### config.mk
export PLATFORM = sky130hd
export DESIGN_NAME = midpoint_ellipse_quadrant_walker_unit_flat
export DESIGN_NICKNAME = d
export VERILOG_FILES = /design/src/sv/mew_pkg.sv /design/src/sv/mew_if.sv /design/src/sv/mew_mul.sv /design/src/sv/midpoint_ellipse_quadrant_walker_unit.sv /design/src/flat_wrapper.sv
export SDC_FILE = /design/constraint.sdc
export NUM_CORES = 2
export LEC_CHECK = 0
export BUFFER_PORTS_ARGS = -buffer_cell sky130_fd_sc_hd__buf_4
export CAP_MARGIN = 15
export CORE_UTILIZATION = 40
export DETAILED_ROUTE_END_ITERATION = 10
export PLACE_DENSITY_LB_ADDON = 0.12
export SYNTH_ARGS = -nofsm -noshare
export SYNTH_HDL_FRONTEND = slang
export SYNTH_HIERARCHICAL = 1
export SYNTH_SLANG_ARGS = --single-unit
### constraint.sdc
create_clock -name i_clk -period 17.17 [get_ports i_clk]
set_input_delay 2.5755 -clock i_clk [delete_from_list [all_inputs] [get_ports i_clk]]
set_output_delay 2.5755 -clock i_clk [all_outputs]
set_load 0.1 [all_outputs]
### src/sv/mew_pkg.sv
// Shared widths, types and register codes of the midpoint ellipse walker.
`timescale 1ns / 1ps

package mew_pkg;

    // coordinate width; all other widths follow from it
    localparam int COORD_BITS = 11;
    localparam int CW         = COORD_BITS;
    localparam int SQ_W       = 2 * CW;          // a^2, b^2
    localparam int OP_W       = 2 * CW + 2;      // widest operand: (2x+1)^2
    localparam int PROD_W     = 2 * OP_W;
    localparam int DEC_W      = 4 * CW + 12;     // decision variable, two's complement

    // APB side
    localparam int CFG_DW     = 32;
    localparam int CFG_AW     = 3;
    localparam int REG_IDX_W  = CFG_AW - 2;

    typedef logic [CW-1:0]        t_coord;
    typedef logic [SQ_W-1:0]      t_sq;
    typedef logic [OP_W-1:0]      t_op;
    typedef logic [PROD_W-1:0]    t_prod;
    typedef logic [DEC_W-1:0]     t_dec;
    typedef logic [REG_IDX_W-1:0] t_reg_idx;

    // register map
    localparam t_reg_idx REG_SEMI_A = t_reg_idx'(0);
    localparam t_reg_idx REG_SEMI_B = t_reg_idx'(1);

    // request to the shared multiplier
    typedef struct packed {
        logic en;
        t_op  op_a;
        t_op  op_b;
    } t_mul_req;

endpackage

### src/sv/mew_if.sv
// Request and point channel interfaces of the ellipse walker.
`timescale 1ns / 1ps

interface mew_req_if;
    import mew_pkg::*;

    logic valid;
    logic ready;
    logic restart;

    modport source (output valid, output restart, input ready);
    modport sink   (input valid, input restart, output ready);
endinterface

interface mew_pt_if;
    import mew_pkg::*;

    logic   valid;
    logic   ready;
    t_coord point_x;
    t_coord point_y;
    logic   in_second_region;
    logic   last_point;

    modport source (output valid, output point_x, output point_y,
                    output in_second_region, output last_point, input ready);
    modport sink   (input valid, input point_x, input point_y,
                    input in_second_region, input last_point, output ready);
endinterface

### src/sv/mew_mul.sv
// Shared unsigned multiplier with a registered product.
`timescale 1ns / 1ps

module mew_mul (
    input  logic              i_clk,
    input  mew_pkg::t_mul_req i_req,
    output mew_pkg::t_prod    o_prod
);
    import mew_pkg::*;

    t_prod r_prod;

    // product holds until the next issued operation
    always_ff @(posedge i_clk) begin
        if (i_req.en) begin
            r_prod <= t_prod'(i_req.op_a) * t_prod'(i_req.op_b);
        end
    end

    assign o_prod = r_prod;

endmodule

### src/sv/midpoint_ellipse_quadrant_walker_unit.sv
// Midpoint ellipse quadrant walker: APB registers, step sequencer, output register.
//
// Usage: write semi_axis_a (offset 0x0) and semi_axis_b (offset 0x4) over APB
// while the walker is idle. Each beat on i_req asks for one point: restart=1
// squares the axes and begins at (0,b), restart=0 moves to the next point.
// A request yields at most one beat on o_pt; an advance after the quadrant
// is finished (or before any restart, or a restart with b=0) yields none.
// Every product of a step goes through the single 24x24 multiplier, one per
// cycle, and the decision update follows. A restart first squares a and b
// and forms a^2*b. The walker takes no new request until its step is done.
// The result lands in an output register; i_req is taken again while that
// beat waits, and a following result waits in its last step until the
// register frees up. A stalled receiver therefore holds the walker after
// at most one further result. Synchronous active-low reset: config clears
// to zero, the walk is marked finished, nothing is pending on o_pt.
`timescale 1ns / 1ps

module midpoint_ellipse_quadrant_walker_unit (
    input  logic                   i_clk,
    input  logic                   i_rst_n,
    // APB configuration
    input  logic                   psel,
    input  logic                   penable,
    input  logic                   pwrite,
    input  logic [mew_pkg::CFG_AW-1:0] paddr,
    input  logic [mew_pkg::CFG_DW-1:0] pwdata,
    output logic [mew_pkg::CFG_DW-1:0] prdata,
    output logic                   pready,
    // channels
    mew_req_if.sink                i_req,
    mew_pt_if.source               o_pt
);
    import mew_pkg::*;

    typedef enum logic [17:0] {
        ST_IDLE    = 18'b000000000000000001,
        ST_RS_A    = 18'b000000000000000010,
        ST_RS_B    = 18'b000000000000000100,
        ST_RS_C    = 18'b000000000000001000,
        ST_RS_D    = 18'b000000000000010000,
        ST_R1_P1   = 18'b000000000000100000,
        ST_R1_P2   = 18'b000000000001000000,
        ST_R1_CMP  = 18'b000000000010000000,
        ST_R1_UPD  = 18'b000000000100000000,
        ST_R2E_TY  = 18'b000000001000000000,
        ST_R2E_BT  = 18'b000000010000000000,
        ST_R2E_AT  = 18'b000000100000000000,
        ST_R2E_AB  = 18'b000001000000000000,
        ST_R2E_FIN = 18'b000010000000000000,
        ST_R2_CHK  = 18'b000100000000000000,
        ST_R2_MX   = 18'b001000000000000000,
        ST_R2_UPD  = 18'b010000000000000000,
        ST_SPARE   = 18'b100000000000000000
    } t_state;

    // config
    t_coord   r_semi_a;
    t_coord   r_semi_b;
    logic     w_cfg_wr;
    t_reg_idx w_reg_idx;

    // walk state
    t_state   r_state;
    t_state   n_state;
    t_sq      r_a_sq;
    t_sq      r_b_sq;
    t_coord   r_x;
    t_coord   r_y;
    t_dec     r_dec;
    logic     r_region;
    logic     r_done;
    t_prod    r_tmp;

    // output register
    logic     r_out_valid;
    t_coord   r_out_x;
    t_coord   r_out_y;
    logic     r_out_reg2;
    logic     r_out_last;

    // datapath helpers
    t_mul_req w_mul;
    t_prod    w_prod;
    logic     w_in_acc;
    logic     w_out_free;
    logic     w_load;
    logic     w_dec_neg;
    logic     w_r1_holds;
    logic [CW:0]   w_x_inc;
    logic [CW+1:0] w_2x3;
    logic [CW:0]   w_tx;
    logic [CW:0]   w_2y1;
    t_coord   w_ty;
    t_coord   w_y_dec;
    t_dec     w_a_sq_d;
    t_dec     w_b_sq_d;
    t_dec     w_prod_d;
    t_dec     w_tmp_d;

    // ---------------- APB ----------------
    assign pready    = 1'b1;
    assign w_cfg_wr  = psel && penable && pwrite;
    assign w_reg_idx = paddr[CFG_AW-1:2];

    always_ff @(posedge i_clk) begin
        if (!i_rst_n) begin
            r_semi_a <= '0;
            r_semi_b <= '0;
        end else if (w_cfg_wr) begin
            unique case (w_reg_idx)
                REG_SEMI_A: r_semi_a <= pwdata[CW-1:0];
                REG_SEMI_B: r_semi_b <= pwdata[CW-1:0];
                default: ;
            endcase
        end
    end

    always_comb begin
        unique case (w_reg_idx)
            REG_SEMI_A: prdata = CFG_DW'(r_semi_a);
            REG_SEMI_B: prdata = CFG_DW'(r_semi_b);
            default:    prdata = '0;
        endcase
    end

    // ---------------- shared multiplier ----------------
    mew_mul u_mul (
        .i_clk  (i_clk),
        .i_req  (w_mul),
        .o_prod (w_prod)
    );

    // small coordinate terms
    assign w_x_inc  = (CW+1)'(r_x) + (CW+1)'(1);
    assign w_2x3    = (CW+2)'({r_x, 1'b0}) + (CW+2)'(3);
    assign w_tx     = {r_x, 1'b1};
    assign w_2y1    = {r_y, 1'b0} - (CW+1)'(1);
    assign w_y_dec  = r_y - t_coord'(1);
    assign w_ty     = (r_y == '0) ? t_coord'(1) : w_y_dec;

    assign w_a_sq_d = t_dec'(r_a_sq);
    assign w_b_sq_d = t_dec'(r_b_sq);
    assign w_prod_d = t_dec'(w_prod);
    assign w_tmp_d  = t_dec'(r_tmp);
    assign w_dec_neg = r_dec[DEC_W-1];

    // region one continues while 2*b^2*(x+1) < a^2*(2y-1); r_tmp holds the left product
    assign w_r1_holds = (r_y != '0) && ({r_tmp, 1'b0} < {1'b0, w_prod});

    // operand select per step
    always_comb begin
        w_mul.en   = 1'b1;
        w_mul.op_a = '0;
        w_mul.op_b = '0;
        unique case (r_state)
            ST_RS_A: begin
                w_mul.op_a = t_op'(r_semi_a);
                w_mul.op_b = t_op'(r_semi_a);
            end
            ST_RS_B: begin
                w_mul.op_a = t_op'(r_semi_b);
                w_mul.op_b = t_op'(r_semi_b);
            end
            ST_RS_C: begin
                w_mul.op_a = t_op'(r_a_sq);
                w_mul.op_b = t_op'(r_semi_b);
            end
            ST_R1_P1, ST_R2_MX: begin
                w_mul.op_a = t_op'(r_b_sq);
                w_mul.op_b = t_op'(w_x_inc);
            end
            ST_R1_P2, ST_R2_CHK: begin
                w_mul.op_a = t_op'(r_a_sq);
                w_mul.op_b = t_op'(w_2y1);
            end
            ST_R1_CMP: begin
                if (w_r1_holds) begin
                    w_mul.op_a = t_op'(r_b_sq);
                    w_mul.op_b = t_op'(w_2x3);
                end else begin
                    w_mul.op_a = t_op'(w_tx);
                    w_mul.op_b = t_op'(w_tx);
                end
            end
            ST_R2E_TY: begin
                w_mul.op_a = t_op'(w_ty);
                w_mul.op_b = t_op'(w_ty);
            end
            ST_R2E_BT: begin
                w_mul.op_a = t_op'(r_a_sq);
                w_mul.op_b = w_prod[OP_W-1:0];
            end
            ST_R2E_AT: begin
                w_mul.op_a = t_op'(r_b_sq);
                w_mul.op_b = r_tmp[OP_W-1:0];
            end
            ST_R2E_AB: begin
                w_mul.op_a = t_op'(r_a_sq);
                w_mul.op_b = t_op'(r_b_sq);
            end
            default: begin
                w_mul.en = 1'b0;
            end
        endcase
    end

    // ---------------- sequencer ----------------
    assign w_in_acc   = i_req.valid && i_req.ready;
    assign w_out_free = !r_out_valid || o_pt.ready;
    assign w_load     = ((r_state == ST_R1_UPD) || (r_state == ST_R2_UPD)) && w_out_free;

    always_comb begin
        n_state = r_state;
        unique case (r_state)
            ST_IDLE: begin
                if (w_in_acc) begin
                    if (i_req.restart)  n_state = ST_RS_A;
                    else if (r_done)    n_state = ST_IDLE;
                    else if (!r_region) n_state = ST_R1_P1;
                    else                n_state = ST_R2_CHK;
                end
            end
            ST_RS_A:    n_state = ST_RS_B;
            ST_RS_B:    n_state = ST_RS_C;
            ST_RS_C:    n_state = ST_RS_D;
            ST_RS_D:    n_state = ST_R1_P1;
            ST_R1_P1:   n_state = ST_R1_P2;
            ST_R1_P2:   n_state = ST_R1_CMP;
            ST_R1_CMP:  n_state = w_r1_holds ? ST_R1_UPD : ST_R2E_TY;
            ST_R1_UPD:  n_state = w_out_free ? ST_IDLE : ST_R1_UPD;
            ST_R2E_TY:  n_state = ST_R2E_BT;
            ST_R2E_BT:  n_state = ST_R2E_AT;
            ST_R2E_AT:  n_state = ST_R2E_AB;
            ST_R2E_AB:  n_state = ST_R2E_FIN;
            ST_R2E_FIN: n_state = ST_R2_CHK;
            ST_R2_CHK:  n_state = (r_y == '0) ? ST_IDLE : ST_R2_MX;
            ST_R2_MX:   n_state = ST_R2_UPD;
            ST_R2_UPD:  n_state = w_out_free ? ST_IDLE : ST_R2_UPD;
            default:    n_state = ST_IDLE;
        endcase
    end

    always_ff @(posedge i_clk) begin
        if (!i_rst_n) begin
            r_state <= ST_IDLE;
        end else begin
            r_state <= n_state;
        end
    end

    // control flags of the walk
    always_ff @(posedge i_clk) begin
        if (!i_rst_n) begin
            r_region <= 1'b0;
            r_done   <= 1'b1;
        end else begin
            unique case (r_state)
                ST_RS_C: begin
                    r_region <= 1'b0;
                    r_done   <= 1'b0;
                end
                ST_R2E_FIN: r_region <= 1'b1;
                ST_R2_CHK: begin
                    if (r_y == '0) r_done <= 1'b1;
                end
                ST_R2_UPD: begin
                    if (w_out_free && (w_y_dec == '0)) r_done <= 1'b1;
                end
                default: ;
            endcase
        end
    end

    // walk datapath: squares, position, decision, scratch product
    always_ff @(posedge i_clk) begin
        unique case (r_state)
            ST_RS_B: r_a_sq <= w_prod[SQ_W-1:0];
            ST_RS_C: begin
                r_b_sq <= w_prod[SQ_W-1:0];
                r_x    <= '0;
                r_y    <= r_semi_b;
            end
            ST_RS_D: begin
                // 4b^2 + a^2 - 4a^2*b
                r_dec <= (w_b_sq_d << 2) + w_a_sq_d - (w_prod_d << 2);
            end
            ST_R1_P2, ST_R1_CMP, ST_R2E_TY, ST_R2_MX: r_tmp <= w_prod;
            ST_R1_UPD: begin
                if (w_out_free) begin
                    r_x <= w_x_inc[CW-1:0];
                    if (w_dec_neg) begin
                        r_dec <= r_dec + (w_prod_d << 2);
                    end else begin
                        // 8a^2 - 8a^2*y expressed through a^2*(2y-1)
                        r_dec <= r_dec + (w_prod_d << 2) + (w_a_sq_d << 2) - (w_tmp_d << 2);
                        r_y   <= w_y_dec;
                    end
                end
            end
            ST_R2E_AT:  r_dec <= w_prod_d << 2;
            ST_R2E_AB:  r_dec <= r_dec + w_prod_d;
            ST_R2E_FIN: r_dec <= r_dec - (w_prod_d << 2);
            ST_R2_UPD: begin
                if (w_out_free) begin
                    r_y <= w_y_dec;
                    if (w_dec_neg) begin
                        r_dec <= r_dec + (w_prod_d << 3) + (w_a_sq_d << 3) - (w_tmp_d << 2);
                        r_x   <= w_x_inc[CW-1:0];
                    end else begin
                        r_dec <= r_dec + (w_a_sq_d << 3) - (w_tmp_d << 2);
                    end
                end
            end
            default: ;
        endcase
    end

    // ---------------- output register ----------------
    always_ff @(posedge i_clk) begin
        if (!i_rst_n) begin
            r_out_valid <= 1'b0;
        end else if (w_load) begin
            r_out_valid <= 1'b1;
        end else if (o_pt.ready) begin
            r_out_valid <= 1'b0;
        end
    end

    // region one shows the point before its step, region two after
    always_ff @(posedge i_clk) begin
        if (w_load) begin
            if (r_state == ST_R1_UPD) begin
                r_out_x    <= r_x;
                r_out_y    <= r_y;
                r_out_reg2 <= 1'b0;
                r_out_last <= (r_y == '0);
            end else begin
                r_out_x    <= w_dec_neg ? w_x_inc[CW-1:0] : r_x;
                r_out_y    <= w_y_dec;
                r_out_reg2 <= 1'b1;
                r_out_last <= (w_y_dec == '0);
            end
        end
    end

    assign i_req.ready           = (r_state == ST_IDLE);
    assign o_pt.valid            = r_out_valid;
    assign o_pt.point_x          = r_out_x;
    assign o_pt.point_y          = r_out_y;
    assign o_pt.in_second_region = r_out_reg2;
    assign o_pt.last_point       = r_out_last;

    // ---------------- assertions ----------------
    // a new beat only comes out of one of the two update steps
    a_out_from_update: assert property (@(posedge i_clk) disable iff (!i_rst_n)
        $rose(r_out_valid) |->
            ($past(r_state) == ST_R1_UPD) || ($past(r_state) == ST_R2_UPD))
        else $error("output beat without an update step");

    // region one never steps from the x axis
    a_r1_y_nonzero: assert property (@(posedge i_clk) disable iff (!i_rst_n)
        (r_state == ST_R1_UPD) |-> (r_y != '0))
        else $error("region one update with y at zero");

    // every region-two point moves down by one row
    a_r2_y_step: assert property (@(posedge i_clk) disable iff (!i_rst_n)
        (r_state == ST_R2_UPD) && w_out_free |=> (r_y == t_coord'($past(r_y) - t_coord'(1))))
        else $error("region two step did not lower y by one");

    // an advance on a finished walk produces nothing and stays idle
    a_done_idle: assert property (@(posedge i_clk) disable iff (!i_rst_n)
        (r_state == ST_IDLE) && w_in_acc && !i_req.restart && r_done |=>
            (r_state == ST_IDLE) && !$rose(r_out_valid))
        else $error("finished walk started work");

endmodule

### src/flat_wrapper.sv
// flat-port wrapper written by rule: the top's interface ports become plain ports
module midpoint_ellipse_quadrant_walker_unit_flat import mew_pkg::*;
  (i_clk, i_rst_n, psel, penable, pwrite, paddr, pwdata, prdata, pready, i_req_valid, i_req_restart, i_req_ready, o_pt_valid, o_pt_point_x, o_pt_point_y, o_pt_in_second_region, o_pt_last_point, o_pt_ready);
  mew_req_if i_req_i ();
  mew_pt_if o_pt_i ();
  input  logic i_clk;
  input  logic i_rst_n;
  input  logic psel;
  input  logic penable;
  input  logic pwrite;
  input  logic [mew_pkg::CFG_AW-1:0] paddr;
  input  logic [mew_pkg::CFG_DW-1:0] pwdata;
  output logic [mew_pkg::CFG_DW-1:0] prdata;
  output logic pready;
  input wire logic [$bits(i_req_i.valid)-1:0] i_req_valid;
  input wire logic [$bits(i_req_i.restart)-1:0] i_req_restart;
  output wire logic [$bits(i_req_i.ready)-1:0] i_req_ready;
  output wire logic [$bits(o_pt_i.valid)-1:0] o_pt_valid;
  output wire logic [$bits(o_pt_i.point_x)-1:0] o_pt_point_x;
  output wire logic [$bits(o_pt_i.point_y)-1:0] o_pt_point_y;
  output wire logic [$bits(o_pt_i.in_second_region)-1:0] o_pt_in_second_region;
  output wire logic [$bits(o_pt_i.last_point)-1:0] o_pt_last_point;
  input wire logic [$bits(o_pt_i.ready)-1:0] o_pt_ready;
  assign i_req_i.valid = i_req_valid;
  assign i_req_i.restart = i_req_restart;
  assign i_req_ready = i_req_i.ready;
  assign o_pt_valid = o_pt_i.valid;
  assign o_pt_point_x = o_pt_i.point_x;
  assign o_pt_point_y = o_pt_i.point_y;
  assign o_pt_in_second_region = o_pt_i.in_second_region;
  assign o_pt_last_point = o_pt_i.last_point;
  assign o_pt_i.ready = o_pt_ready;
  midpoint_ellipse_quadrant_walker_unit u_core (.i_clk(i_clk), .i_rst_n(i_rst_n), .psel(psel), .penable(penable), .pwrite(pwrite), .paddr(paddr), .pwdata(pwdata), .prdata(prdata), .pready(pready), .i_req(i_req_i), .o_pt(o_pt_i));
endmodule
==> flow_metrics.env <==
export IMPL_status="completed"
export IMPL_maxCapViolations=0
export IMPL_dpl_hpwl_um=190000
export IMPL_overflow=0
export IMPL_post_cts_resized=0
export IMPL_cts_tree="yes"
export IMPL_cts_sinks=284
export IMPL_die_h_um=386
export IMPL_dr_wl_met3_um=16600
export IMPL_ir_drop_uv=60.7
export IMPL_hold_viol=0
export IMPL_min_path_type="register to register"
export IMPL_ys_ff_latch=284
export IMPL_crit_path_end_kind="register"
export IMPL_tns_ns=0
export IMPL_cts_buffer_depth=3
export IMPL_met1_length_um=99600
export IMPL_dr_total_vias=53657
export IMPL_grt_pass1_vias=52687
export IMPL_route_detailed_drc=0
export IMPL_worst_pin_slew_ns=1.32
export IMPL_leakage_uw=0.0290
export IMPL_coreArea_um2=146000
export IMPL_clk_pin_slew_worst_paths_ns=0.06
export IMPL_root_buffer="clkbuf_16"
export IMPL_rsz0062_at_grt="false"
export IMPL_ys_seq_area_share_pct=13.7
export IMPL_drive_above_1_share_pct=5.19
export IMPL_synth_cells=7129
export IMPL_fin_util_pct=43.1
export IMPL_setup_viol=0
export IMPL_grt_total_usage_pct=32.0
export IMPL_wl_per_cell_um=27.0
export IMPL_clkLatencyLatePin_ns=0.64
export IMPL_synth_edf_count=242
export IMPL_slowest_delay_ns=0.84
export IMPL_dieWidth_um=386
export IMPL_antenna_found_initial=13
export IMPL_crit_type="register to register"
export IMPL_wirelength_um=242000
export IMPL_grt_pass1_wl_um=352000
export IMPL_fin_skew_ns=0.0613
export IMPL_start_kind="register"
export IMPL_postSynth_topFlopCell="edfxtp_1"
export IMPL_required_ns=17.51
export IMPL_wl_met2_um=111000
export IMPL_fin_crit_ns=11.75
export IMPL_drt_antenna_violating_nets=0
export IMPL_io_buffer_count=56
export IMPL_max_freq_mhz=85.1
export IMPL_synth_avg_cell_area_um2=8.29
export IMPL_drv_slew=0
export IMPL_relSlewSlack_pct=11.1
export IMPL_synth_cell_types=115
export IMPL_place_congestion=0.999
export IMPL_routed_top_layer="met5"
export IMPL_cts_setup_buffers=0
export IMPL_rows=140
export IMPL_p_total_uw=1770
export IMPL_post_route_period_util_pct=68.4
export IMPL_cpMostUsedCell="fa_1"
export IMPL_ys_async_sr_fraction_pct=0
export IMPL_dieArea_um2=149000
export IMPL_grt_max_degree=56
export IMPL_drt_first_iter_violations=5066
export IMPL_yosysWarnings=6
export IMPL_area_delta_synth_final_pct=6.49
export IMPL_nets=8303
export IMPL_ctsHoldBuffers=0
export IMPL_cts_max_level=2
export IMPL_arrival_ns=12.09
export IMPL_start_util_pct=40.4
export IMPL_post_drt_via_cell_ratio=5.98
export IMPL_synth_cell_area_um2=59100
export IMPL_drt_pass1_iter_count=9
export IMPL_numCtsBuffers=38
export IMPL_cp_max_fo=24
export IMPL_cp_slowest_cell="a22o_2"
export IMPL_pin_count=102
export IMPL_power_density_nw_per_um2=28.1
[power breakdown]
group / internal (uW) / switching (uW) / leakage [uW]
Combinational: 49.7 / 115 / 0.0258
Sequential: 742 / 3.95 / 0.00256
Clock: 488 / 372 / 0.000649
[flip-flops by register name, summed over array words and instances, names as in the netlist, 11 cells and up]
register             flops
u_core/r_y              11
u_core/r_tmp            48
u_core/r_dec            56
u_core/r_x              11
u_core/r_semi_b         11
u_core/o_pt.point_y     11
u_core/r_semi_a         11
u_core/o_pt.point_x     11
u_core/r_state          17
u_core/r_a_sq           22
u_core/r_b_sq           22
u_core/u_mul/o_prod     48
[stage by stage]
stage	instance area, um2	std cells	setup slack (ns)	hold slack (ns)
after CTS	62900	8965	5.63	0.487
final	62900	8967	5.42	0.486
after floorplan	59200	7161	7.67	0.453
after global placement	61600	8895	5.66	0.469
after detailed placement	61600	8896	5.74	0.478
after global routing	62900	8965	5.03	0.519
[cell usage in the layout (no fill, tap or decap), types with 105 or more instances in the layout]
master    count
and2_1      335
buf_4       168
ha_1        642
inv_1      1048
nand2_1     679
nor2_1      361
a21oi_1     526
a21o_1      158
xnor2_1     280
xor2_1      115
o21ai_0     261
nand3_1     132
edfxtp_1    242
fa_1        599
nand4_1     105
[Yosys cell counts, drive strengths merged (21+ instances only)]
master / n / area share [%]
nor4: 37 / 0.44
nor3: 89 / 0.78
clkbuf: 276 / 1.8
nand3: 134 / 1.1
o31ai: 46 / 0.61
nand2: 681 / 4.3
dfxtp: 42 / 1.4
o211ai: 67 / 0.87
or2: 23 / 0.24
a221oi: 44 / 0.68
o221ai: 35 / 0.52
nor2b: 41 / 0.44
nor2: 368 / 2.4
a22oi: 55 / 0.70
o21bai: 90 / 1.1
ha: 642 / 14
a21boi: 33 / 0.42
xor2: 115 / 1.7
a211oi: 65 / 0.84
and2: 337 / 3.6
inv: 1054 / 6.7
a222oi: 32 / 0.54
a2111oi: 21 / 0.43
or3: 33 / 0.35
a21oi: 529 / 4.5
o21a: 55 / 0.70
o21ai: 306 / 2.6
fa: 599 / 20
and3: 49 / 0.52
a31oi: 40 / 0.43
a211o: 23 / 0.34
edfxtp: 242 / 12
nand2b: 37 / 0.39
a21o: 158 / 2.0
buf: 75 / 0.75
xnor2: 281 / 4.2
nand4: 106 / 1.1
[logic make-up after synthesis]
group	share of synthesized area [%]
AND/OR/NAND/NOR	16.5
AO/OA/AOI/OAI	20.3
buffers and inverters	9.22
adder cells (fa/ha/maj)	33.9
XOR/XNOR	5.88
flip-flops	13.7
multiplexers	0.432
other	0.0127
[layer usage]
layer	track usage (%)	vias up
li1	-	24159
met1	41.2	26669
met2	51.4	2272
met3	4.69	553
met4	17.2	4
met5	0	-
[cell type report]
class / instances / area, um2
repair buffers: 169 / 1260
clock inverters: 19 / 225
clock buffers: 50 / 1090
fillers: 15064 / 83200
well taps: 1917 / 2400
multi-input cells: 5468 / 45900
inverters: 1058 / 3970
diodes: 2 / 5.00
flip-flops and latches: 284 / 8110
[critical path, delay by kind of cell, from the launching register on]
family,cells,cell delay [ns]
AO/OA/AOI/OAI,6,3.23
XOR/XNOR,1,0.09
adder cells (fa/ha/maj),9,4.41
buffers and inverters,8,1.18
flip-flops,1,0.51
AND/OR/NAND/NOR,10,1.94
[path summary, 6_finish.rpt]
check	startpoint	endpoint	slack, ns	depth (start not counted)
worst min-delay path	u_core/r_semi_a[4]$_SDFFE_PN0P_	u_core/r_semi_a[4]$_SDFFE_PN0P_	0.49	2
worst min register to register	u_core/r_semi_a[4]$_SDFFE_PN0P_	u_core/r_semi_a[4]$_SDFFE_PN0P_	0.49	2
worst max-delay path	u_core/r_y[0]$_DFFE_PP_	u_core/u_mul/o_prod[47]$_DFFE_PP_	5.42	34
worst max register to register	u_core/r_y[0]$_DFFE_PP_	u_core/u_mul/o_prod[47]$_DFFE_PP_	5.42	34
(Power assumes the default switching activity.)
